File: config.mk
export PLATFORM = sky130hd
export DESIGN_NAME = splitmix_rng_uniform_range
export DESIGN_NICKNAME = d
export VERILOG_FILES = /design/src/rtl/srng_pkg.sv /design/src/rtl/srng_div.sv /design/src/rtl/srng_dpath.sv /design/src/rtl/srng_ctrl.sv /design/src/rtl/splitmix_rng_uniform_range.sv
export SDC_FILE = /design/constraint.sdc
export NUM_CORES = 2
export LEC_CHECK = 0
export BUFFER_PORTS_ARGS = -buffer_cell sky130_fd_sc_hd__buf_2
export CORE_MARGIN = 2
export CORE_UTILIZATION = 30
export CTS_CLUSTER_SIZE = 24
export DETAILED_ROUTE_END_ITERATION = 8
export PLACE_DENSITY = 0.42
export SLEW_MARGIN = 10
export SYNTH_ARGS = -nofsm -noshare
export SYNTH_HDL_FRONTEND = slang
export SYNTH_SLANG_ARGS = --single-unit
export TNS_END_PERCENT = 10
File: constraint.sdc
create_clock -name clk -period 18.6 [get_ports clk]
set_input_delay 1.86 -clock clk [delete_from_list [all_inputs] [get_ports clk]]
set_output_delay 1.86 -clock clk [all_outputs]
set_load 0.01 [all_outputs]
File: src/rtl/srng_pkg.sv
package srng_pkg;

	localparam int unsigned WORD_W = 64;
	localparam int unsigned HALF_W = WORD_W / 2;

	localparam logic [WORD_W-1:0] GOLDEN_GAMMA = 64'h9e3779b97f4a7c15;
	localparam logic [WORD_W-1:0] MUL_ONE      = 64'hbf58476d1ce4e5b9;
	localparam logic [WORD_W-1:0] MUL_TWO      = 64'h94d049bb133111eb;
	localparam int unsigned SHIFT_ONE   = 30;
	localparam int unsigned SHIFT_TWO   = 27;
	localparam int unsigned SHIFT_THREE = 31;

	// draw cap for the rejection loop
	localparam int unsigned MAX_DRAWS = 1024;

	typedef enum logic [3:0] {
		OP_NOP,
		OP_LATCH,
		OP_DIV_LIMIT,
		OP_SET_LIMIT,
		OP_MIX_A,
		OP_MUL_LL,
		OP_MUL_LH,
		OP_MUL_HL,
		OP_MIX_B,
		OP_MIX_C,
		OP_DIV_WORD,
		OP_SUM,
		OP_OUT
	} dp_op_t;

	typedef struct packed {
		dp_op_t op;
		logic   mul_two;
	} dp_cmd_t;

	typedef struct packed {
		logic is_rng;
		logic bad;
		logic wzero;
		logic word_ok;
		logic div_busy;
	} dp_stat_t;

	typedef enum logic [3:0] {
		ST_IDLE,
		ST_DECIDE,
		ST_LIM_DIV,
		ST_MIX_A,
		ST_MUL1,
		ST_MIX_B,
		ST_MUL2,
		ST_MIX_C,
		ST_TEST,
		ST_MOD_DIV,
		ST_DONE
	} ctrl_state_t;

	typedef enum logic [1:0] {
		PH_LL,
		PH_LH,
		PH_HL
	} mul_ph_t;

endpackage

File: src/rtl/srng_div.sv
module srng_div import srng_pkg::*; (
	input  logic              clk,
	input  logic              arst_n,
	input  logic              start,
	input  logic [WORD_W-1:0] dividend,
	input  logic [WORD_W-1:0] divisor,
	output logic              busy,
	output logic [WORD_W-1:0] rem
);

	localparam int unsigned CNT_W = $clog2(WORD_W + 1);

	logic [CNT_W-1:0]  cnt_q;
	logic [WORD_W-1:0] dvd_q;
	logic [WORD_W-1:0] dsr_q;
	logic [WORD_W-1:0] rem_q;
	logic [WORD_W:0]   trial;
	logic [WORD_W:0]   diff;

	// restoring remainder, one quotient bit per cycle
	assign trial = {rem_q, dvd_q[WORD_W-1]};
	assign diff  = trial - {1'b0, dsr_q};

	always_ff @(posedge clk or negedge arst_n) begin
		if (!arst_n) begin
			cnt_q <= '0;
		end else if (start) begin
			cnt_q <= CNT_W'(WORD_W);
		end else if (cnt_q != '0) begin
			cnt_q <= cnt_q - 1'b1;
		end
	end

	always_ff @(posedge clk) begin
		if (start) begin
			dvd_q <= dividend;
			dsr_q <= divisor;
			rem_q <= '0;
		end else if (cnt_q != '0) begin
			dvd_q <= {dvd_q[WORD_W-2:0], 1'b0};
			rem_q <= diff[WORD_W] ? trial[WORD_W-1:0] : diff[WORD_W-1:0];
		end
	end

	assign busy = (cnt_q != '0);
	assign rem  = rem_q;

	a_cnt_range: assert property (@(posedge clk) disable iff (!arst_n)
		cnt_q <= CNT_W'(WORD_W))
		else $error("divider step count out of range");

endmodule

File: src/rtl/srng_dpath.sv
module srng_dpath import srng_pkg::*; (
	input  logic                     clk,
	input  logic                     arst_n,
	input  logic                     cfg_we,
	input  logic [WORD_W-1:0]        cfg_wdata,
	input  logic                     cmd,
	input  logic signed [WORD_W-1:0] range_low,
	input  logic signed [WORD_W-1:0] range_high,
	input  dp_cmd_t                  dp_cmd,
	output dp_stat_t                 dp_stat,
	output logic [WORD_W-1:0]        raw_word,
	output logic signed [WORD_W-1:0] ranged_value,
	output logic                     status
);

	logic [WORD_W-1:0] gen_q;
	logic [WORD_W-1:0] x_q;
	logic [WORD_W-1:0] acc_q;
	logic [WORD_W-1:0] lo_q;
	logic [WORD_W-1:0] width_q;
	logic [WORD_W-1:0] limit_q;
	logic [WORD_W-1:0] ranged_q;
	logic              cmd_q;
	logic              bad_q;
	logic              wzero_q;
	logic [WORD_W-1:0] raw_q;
	logic [WORD_W-1:0] rng_out_q;
	logic              status_q;

	logic [WORD_W-1:0] width_d;
	logic [WORD_W-1:0] mix_a;
	logic [WORD_W-1:0] mul_k;
	logic [HALF_W-1:0] mul_a;
	logic [HALF_W-1:0] mul_b;
	logic [WORD_W-1:0] prod;
	logic              div_start;
	logic [WORD_W-1:0] div_dvd;
	logic              div_busy;
	logic [WORD_W-1:0] div_rem;

	assign width_d = range_high - range_low + 1'b1;
	assign mix_a   = gen_q + GOLDEN_GAMMA;

	// low 64 bits of x * K from three 32x32 partial products
	assign mul_k = dp_cmd.mul_two ? MUL_TWO : MUL_ONE;
	assign mul_a = (dp_cmd.op == OP_MUL_HL) ? x_q[WORD_W-1:HALF_W] : x_q[HALF_W-1:0];
	assign mul_b = (dp_cmd.op == OP_MUL_LH) ? mul_k[WORD_W-1:HALF_W] : mul_k[HALF_W-1:0];
	assign prod  = {{HALF_W{1'b0}}, mul_a} * {{HALF_W{1'b0}}, mul_b};

	assign div_start = (dp_cmd.op == OP_DIV_LIMIT) || (dp_cmd.op == OP_DIV_WORD);
	assign div_dvd   = (dp_cmd.op == OP_DIV_LIMIT) ? {WORD_W{1'b1}} : gen_q;

	srng_div u_div (
		.clk      (clk),
		.arst_n   (arst_n),
		.start    (div_start),
		.dividend (div_dvd),
		.divisor  (width_q),
		.busy     (div_busy),
		.rem      (div_rem)
	);

	always_ff @(posedge clk or negedge arst_n) begin
		if (!arst_n) begin
			gen_q <= '0;
		end else if (cfg_we) begin
			gen_q <= cfg_wdata;
		end else if (dp_cmd.op == OP_MIX_C) begin
			gen_q <= acc_q ^ (acc_q >> SHIFT_THREE);
		end
	end

	always_ff @(posedge clk) begin
		case (dp_cmd.op)
			OP_LATCH: begin
				cmd_q    <= cmd;
				lo_q     <= range_low;
				bad_q    <= (range_low > range_high);
				width_q  <= width_d;
				wzero_q  <= (width_d == '0);
				ranged_q <= '0;
			end
			OP_SET_LIMIT: begin
				// all-ones minus remainder
				limit_q <= ~div_rem;
			end
			OP_MIX_A: begin
				x_q <= mix_a ^ (mix_a >> SHIFT_ONE);
			end
			OP_MUL_LL: begin
				acc_q <= prod;
			end
			OP_MUL_LH, OP_MUL_HL: begin
				acc_q <= acc_q + {prod[HALF_W-1:0], {HALF_W{1'b0}}};
			end
			OP_MIX_B: begin
				x_q <= acc_q ^ (acc_q >> SHIFT_TWO);
			end
			OP_SUM: begin
				ranged_q <= lo_q + div_rem;
			end
			OP_OUT: begin
				raw_q     <= gen_q;
				rng_out_q <= (cmd_q && !bad_q && wzero_q) ? gen_q : ranged_q;
				status_q  <= cmd_q & bad_q;
			end
			default: begin
			end
		endcase
	end

	assign dp_stat.is_rng   = cmd_q;
	assign dp_stat.bad      = bad_q;
	assign dp_stat.wzero    = wzero_q;
	assign dp_stat.word_ok  = (gen_q < limit_q);
	assign dp_stat.div_busy = div_busy;

	assign raw_word     = raw_q;
	assign ranged_value = rng_out_q;
	assign status       = status_q;

endmodule

File: src/rtl/srng_ctrl.sv
module srng_ctrl import srng_pkg::*; #(
	parameter int unsigned MAX_DRAWS = srng_pkg::MAX_DRAWS
) (
	input  logic     clk,
	input  logic     arst_n,
	input  logic     in_valid,
	output logic     in_stall,
	output logic     out_valid,
	input  logic     out_stall,
	output dp_cmd_t  dp_cmd,
	input  dp_stat_t dp_stat
);

	localparam int unsigned CNT_W = $clog2(MAX_DRAWS);

	ctrl_state_t      state_q, state_d;
	mul_ph_t          ph_q;
	logic [CNT_W-1:0] draw_q;
	logic             out_valid_q;
	logic             last_draw;
	logic             take_word;
	logic             out_free;

	assign last_draw = (draw_q == CNT_W'(MAX_DRAWS - 1));
	assign take_word = dp_stat.word_ok || last_draw;
	assign out_free  = !out_valid_q || !out_stall;

	always_comb begin
		state_d = state_q;
		case (state_q)
			ST_IDLE: begin
				if (in_valid) state_d = ST_DECIDE;
			end
			ST_DECIDE: begin
				if (!dp_stat.is_rng || dp_stat.wzero) begin
					state_d = dp_stat.is_rng && dp_stat.bad ? ST_DONE : ST_MIX_A;
				end else if (dp_stat.bad) begin
					state_d = ST_DONE;
				end else begin
					state_d = ST_LIM_DIV;
				end
			end
			ST_LIM_DIV: begin
				if (!dp_stat.div_busy) state_d = ST_MIX_A;
			end
			ST_MIX_A: state_d = ST_MUL1;
			ST_MUL1: begin
				if (ph_q == PH_HL) state_d = ST_MIX_B;
			end
			ST_MIX_B: state_d = ST_MUL2;
			ST_MUL2: begin
				if (ph_q == PH_HL) state_d = ST_MIX_C;
			end
			ST_MIX_C: begin
				state_d = (!dp_stat.is_rng || dp_stat.wzero) ? ST_DONE : ST_TEST;
			end
			ST_TEST: begin
				state_d = take_word ? ST_MOD_DIV : ST_MIX_A;
			end
			ST_MOD_DIV: begin
				if (!dp_stat.div_busy) state_d = ST_DONE;
			end
			ST_DONE: begin
				if (out_free) state_d = ST_IDLE;
			end
			default: state_d = ST_IDLE;
		endcase
	end

	always_comb begin
		dp_cmd.op      = OP_NOP;
		dp_cmd.mul_two = (state_q == ST_MUL2);
		case (state_q)
			ST_IDLE: begin
				if (in_valid) dp_cmd.op = OP_LATCH;
			end
			ST_DECIDE: begin
				if (dp_stat.is_rng && !dp_stat.bad && !dp_stat.wzero) dp_cmd.op = OP_DIV_LIMIT;
			end
			ST_LIM_DIV: begin
				if (!dp_stat.div_busy) dp_cmd.op = OP_SET_LIMIT;
			end
			ST_MIX_A: dp_cmd.op = OP_MIX_A;
			ST_MUL1, ST_MUL2: begin
				case (ph_q)
					PH_LL:   dp_cmd.op = OP_MUL_LL;
					PH_LH:   dp_cmd.op = OP_MUL_LH;
					PH_HL:   dp_cmd.op = OP_MUL_HL;
					default: dp_cmd.op = OP_NOP;
				endcase
			end
			ST_MIX_B: dp_cmd.op = OP_MIX_B;
			ST_MIX_C: dp_cmd.op = OP_MIX_C;
			ST_TEST: begin
				if (take_word) dp_cmd.op = OP_DIV_WORD;
			end
			ST_MOD_DIV: begin
				if (!dp_stat.div_busy) dp_cmd.op = OP_SUM;
			end
			ST_DONE: begin
				if (out_free) dp_cmd.op = OP_OUT;
			end
			default: dp_cmd.op = OP_NOP;
		endcase
	end

	always_ff @(posedge clk or negedge arst_n) begin
		if (!arst_n) begin
			state_q     <= ST_IDLE;
			ph_q        <= PH_LL;
			draw_q      <= '0;
			out_valid_q <= 1'b0;
		end else begin
			state_q <= state_d;

			if (state_q == ST_MUL1 || state_q == ST_MUL2) begin
				case (ph_q)
					PH_LL:   ph_q <= PH_LH;
					PH_LH:   ph_q <= PH_HL;
					default: ph_q <= PH_LL;
				endcase
			end

			if (state_q == ST_DECIDE) begin
				draw_q <= '0;
			end else if (state_q == ST_TEST && !take_word) begin
				draw_q <= draw_q + 1'b1;
			end

			if (dp_cmd.op == OP_OUT) begin
				out_valid_q <= 1'b1;
			end else if (!out_stall) begin
				out_valid_q <= 1'b0;
			end
		end
	end

	assign in_stall  = (state_q != ST_IDLE);
	assign out_valid = out_valid_q;

	a_accept_idle: assert property (@(posedge clk) disable iff (!arst_n)
		(in_valid && !in_stall) |=> (state_q == ST_DECIDE))
		else $error("accepted request did not start decode");

	a_out_free: assert property (@(posedge clk) disable iff (!arst_n)
		(dp_cmd.op == OP_OUT) |-> (!out_valid_q || !out_stall))
		else $error("result register overwritten while held");

	a_div_idle: assert property (@(posedge clk) disable iff (!arst_n)
		(dp_cmd.op == OP_DIV_LIMIT || dp_cmd.op == OP_DIV_WORD) |-> !dp_stat.div_busy)
		else $error("divider restarted while busy");

	a_retry_reject: assert property (@(posedge clk) disable iff (!arst_n)
		(state_q == ST_TEST && state_d == ST_MIX_A) |-> (!dp_stat.word_ok && !last_draw))
		else $error("retry after an acceptable draw");

endmodule

File: src/rtl/splitmix_rng_uniform_range.sv
// Raw request or full-range draw: one mixer pass (mix A, multiply, mix B, multiply, mix C).
// Ranged request: a rejected draw reruns the mixer, up to MAX_DRAWS draws; two remainder
// passes of the radix-2 divider and the 3-step 32x32 multiplier set its timing.
// Invalid range: result with status set, no draw. Next request is accepted once the result is registered.
// Reset (arst_n low) clears the control and sets the generator state to zero.
module splitmix_rng_uniform_range import srng_pkg::*; #(
	parameter int unsigned MAX_DRAWS = srng_pkg::MAX_DRAWS
) (
	input  logic                     clk,
	input  logic                     arst_n,
	input  logic                     cfg_we,
	input  logic [WORD_W-1:0]        cfg_wdata,
	input  logic                     in_valid,
	output logic                     in_stall,
	input  logic                     cmd,
	input  logic signed [WORD_W-1:0] range_low,
	input  logic signed [WORD_W-1:0] range_high,
	output logic                     out_valid,
	input  logic                     out_stall,
	output logic [WORD_W-1:0]        raw_word,
	output logic signed [WORD_W-1:0] ranged_value,
	output logic                     status
);

	dp_cmd_t  dp_cmd;
	dp_stat_t dp_stat;

	srng_ctrl #(
		.MAX_DRAWS (MAX_DRAWS)
	) u_ctrl (
		.clk       (clk),
		.arst_n    (arst_n),
		.in_valid  (in_valid),
		.in_stall  (in_stall),
		.out_valid (out_valid),
		.out_stall (out_stall),
		.dp_cmd    (dp_cmd),
		.dp_stat   (dp_stat)
	);

	srng_dpath u_dpath (
		.clk          (clk),
		.arst_n       (arst_n),
		.cfg_we       (cfg_we),
		.cfg_wdata    (cfg_wdata),
		.cmd          (cmd),
		.range_low    (range_low),
		.range_high   (range_high),
		.dp_cmd       (dp_cmd),
		.dp_stat      (dp_stat),
		.raw_word     (raw_word),
		.ranged_value (ranged_value),
		.status       (status)
	);

endmodule
==> metrics.md <==
| Metric | Value |
|---|---|
| Die Y | 514 µm |
| Largest area contributor in the netlist | edfxtp_1 |
| Slowest-stage cell, CP | fa_1 |
| Syn avg cell area | 9.90 µm² |
| Post-synth EDFFs | 644 |
| FF+latch count, synth | 796 |
| Initial Util | 0.301 |
| Hold Path Class | register to register |
| Hpwl dp | 242 mm |
| Die area | 0.265 mm² |
| Vias per cell | 4.94 |
| WL per Instance | 25.3 µm |
| FP Rows | 187 |
| CTS hold repair buffers | 0 |
| Area growth, synth to finish | 10.9% |
| First-pass GRT wire length | 428 mm |
| Cts repair resizes | 0 |
| Part of the Yosys area used for sequential elements | 0.292 |
| Count leader, synth | inv_1 |
| Critical Path End Type | register |
| Number of global-route vias before repair | 61099 |
| Asr flop ratio synth | 0.111 |
| Leakage | 39.7 nW |
| Fmax | 74.0 MHz |
| WL final | 293 mm |
| Final RePlAce weighted congestion | 0.947 |
| Crit path max fanout | 33 |
| CP dominant cell by count | fa_1 |
| Later-pin clock latency in the skew report | 0.73 ns |
| Core Box Area | 0.259 mm² |
| Clock sinks | 796 |
| Final slew viol count | 0 |
| Worst hold path depth | 0 |
| Critical Path AT | 13.93 ns |
| Setup bufs post-CTS | 0 |
| CP Class | register to register |
| GRT Resource Usage Total | 0.222 |
| Via count | 57366 |
| Required @ worst endpoint | 19.01 ns |
| TritonCTS buffer count | 83 |
| Post-synthesis cell area | 0.0781 mm² |
| Dominant cells by area after synthesis | edfxtp_1, fa_1, ha_1 |
| # port buffers | 328 |
| Drt pass-1 iters | 6 |
| Clk buf depth | 3 |
| Clk pin slew, worst setup/hold paths | 0.06 ns |
| I/O pin total | 329 |
| Initial antenna violation count | 12 |
| Setup TNS Final | 0 ns |
| Drt drc | 0 |
| Yosys top cell area share | 0.248 |
| R2R depth | 41 |
| Total Nets Final | 9911 |
| Biggest cell delay along the critical path | 0.68 ns |
| Final core occ | 0.334 |
| Synthesized instance count | 7890 |
| Status | complete, no violations |
| Number of distinct library cells after synthesis | 92 |
| Htree depth | 3 |
| Final ANT Viol Nets | 0 |
| Commonest cells post-synth | inv_1, fa_1, ha_1, edfxtp_1, nand2_1 |
| VDD IR max | 60.4 µV |
| Ys flop type | edfxtp_1 |
| Filler cells | 26842 |
| Max Cap Violations | 0 |
| Crit path time final | 13.52 ns |
| Startpoint type of the worst setup path | register |
| Clock skew | 0.0665 ns |
| Syn_nets | 9672 |
| Share of layout cells above drive strength 1 | 0.0889 |
| Clk root buf | clkbuf_16 |
| Final setup fails | 0 |
| DRT iter0 DRCs | 3724 |
| Largest net degree at the start of global routing | 103 |
| Slew headroom | 0.187 |
| CTS tree | done |
| Die X | 514 µm |
| Final hold viol count | 0 |
| Worst-Margin Slew | 1.22 ns |
| Pwr per Cell Area | 50.7 mW/mm² |
| Period utilisation layout | 0.727 |
| Synth warn | 0 |
| Unrepaired setup endpoints after global routing | false |
| Total grt overflow | 0 |
[through the flow]
stage               total power, mW  cell area, µm²  hold slack (ns)  setup slack, ns  cells
floorplan                      2.45           78100            0.400             1.54   7890
global placement               2.71           83900            0.403             5.09  11446
detailed placement             2.71           83900            0.405             4.91  11446
CTS                            4.45           86600            0.397             5.13  11601
global route                   4.57           86600            0.416             4.37  11603
finish                         4.39           86700            0.398             5.08  11605
[final timing paths]
kind / to / startpoint / slack [ns]
hold reg to reg: u_dpath.u_div.dsr_q[50]$_DFFE_PN_ / u_dpath.width_q[50]$_DFFE_PP_ / 0.40
hold / removal: u_dpath.u_div.dsr_q[50]$_DFFE_PN_ / u_dpath.width_q[50]$_DFFE_PP_ / 0.40
max in group asynchronous: u_dpath.gen_q[58]$_DFFE_PN0P_ / arst_n / 16.14
min in group asynchronous: u_dpath.gen_q[24]$_DFFE_PN0P_ / arst_n / 1.17
setup / recovery: u_dpath.acc_q[63]$_DFFE_PP_ / u_dpath.u_div.cnt_q[0]$_DFFE_PN0P_ / 5.08
setup reg to reg: u_dpath.acc_q[63]$_DFFE_PP_ / u_dpath.u_div.cnt_q[0]$_DFFE_PN0P_ / 5.08
[final cells by class]
class | count | area, µm² | area share
diodes | 4 | 10.0 | 0.000116
clock buffers | 95 | 2140 | 0.0247
clock inverters | 60 | 613 | 0.00708
inverters | 1288 | 4840 | 0.0558
multi-input cells | 5531 | 49600 | 0.572
flip-flops and latches | 796 | 22800 | 0.263
well taps | 3402 | 4260 | 0.0491
repair buffers | 429 | 2400 | 0.0278
[placed cells by master, fill, tap and decap left out, types with 85 or more instances in the layout]
cell type  count
inv_1       1280
fa_1         827
ha_1         753
edfxtp_1     644
nand2_1      585
nor2_1       541
a21oi_1      421
o21ai_0      409
buf_2        326
xnor2_1      275
a21o_1       251
xor2_1       163
and2_1       118
nand2b_1     111
buf_4        103
a31oi_1      100
dfrtp_1       88
nor2b_1       85
[where the power goes]
part / total (mW) / internal (mW) / switching [mW]
logic: 0.666 / 0.253 / 0.413
clock network: 1.72 / 0.928 / 0.788
registers: 2.01 / 1.96 / 0.0522
total: 4.39 / 3.14 / 1.25
[logic make-up (layout without fill, tap and decap cells)]
group / count (synthesis) / after routing / synth area share
DFF: 796 / 796 / 0.292
AOI/OAI and AO/OA: 1502 / 1502 / 0.119
and+or+nand+nor: 1876 / 1876 / 0.113
buffers and inverters: 1563 / 1872 / 0.0757
muxes: 128 / 128 / 0.0175
adders and majority gates: 1584 / 1584 / 0.333
other: 0 / 4 / 0
xor gates and xnor gates: 441 / 441 / 0.0496
[metal layers]
layer  GRT usage  vias to the layer above  wire length [µm]
met2       0.395                     1421            148000
met5           0                        -                13
li1            -                    26769                 -
met1       0.277                    28832            123000
met4      0.0824                        2             12100
met3      0.0200                      342             10500
[critical path, delay by kind of cell, from the launching register on]
kind | cells | cell delay (ns)
simple gates | 7 | 2.14
buf+inv | 9 | 1.73
mux | 1 | 0.11
flops | 1 | 0.38
compound gates | 10 | 2.58
xor+xnor | 2 | 0.49
fa+ha+maj | 12 | 5.71
No activity file was read; power rests on OpenSTA's default activity.
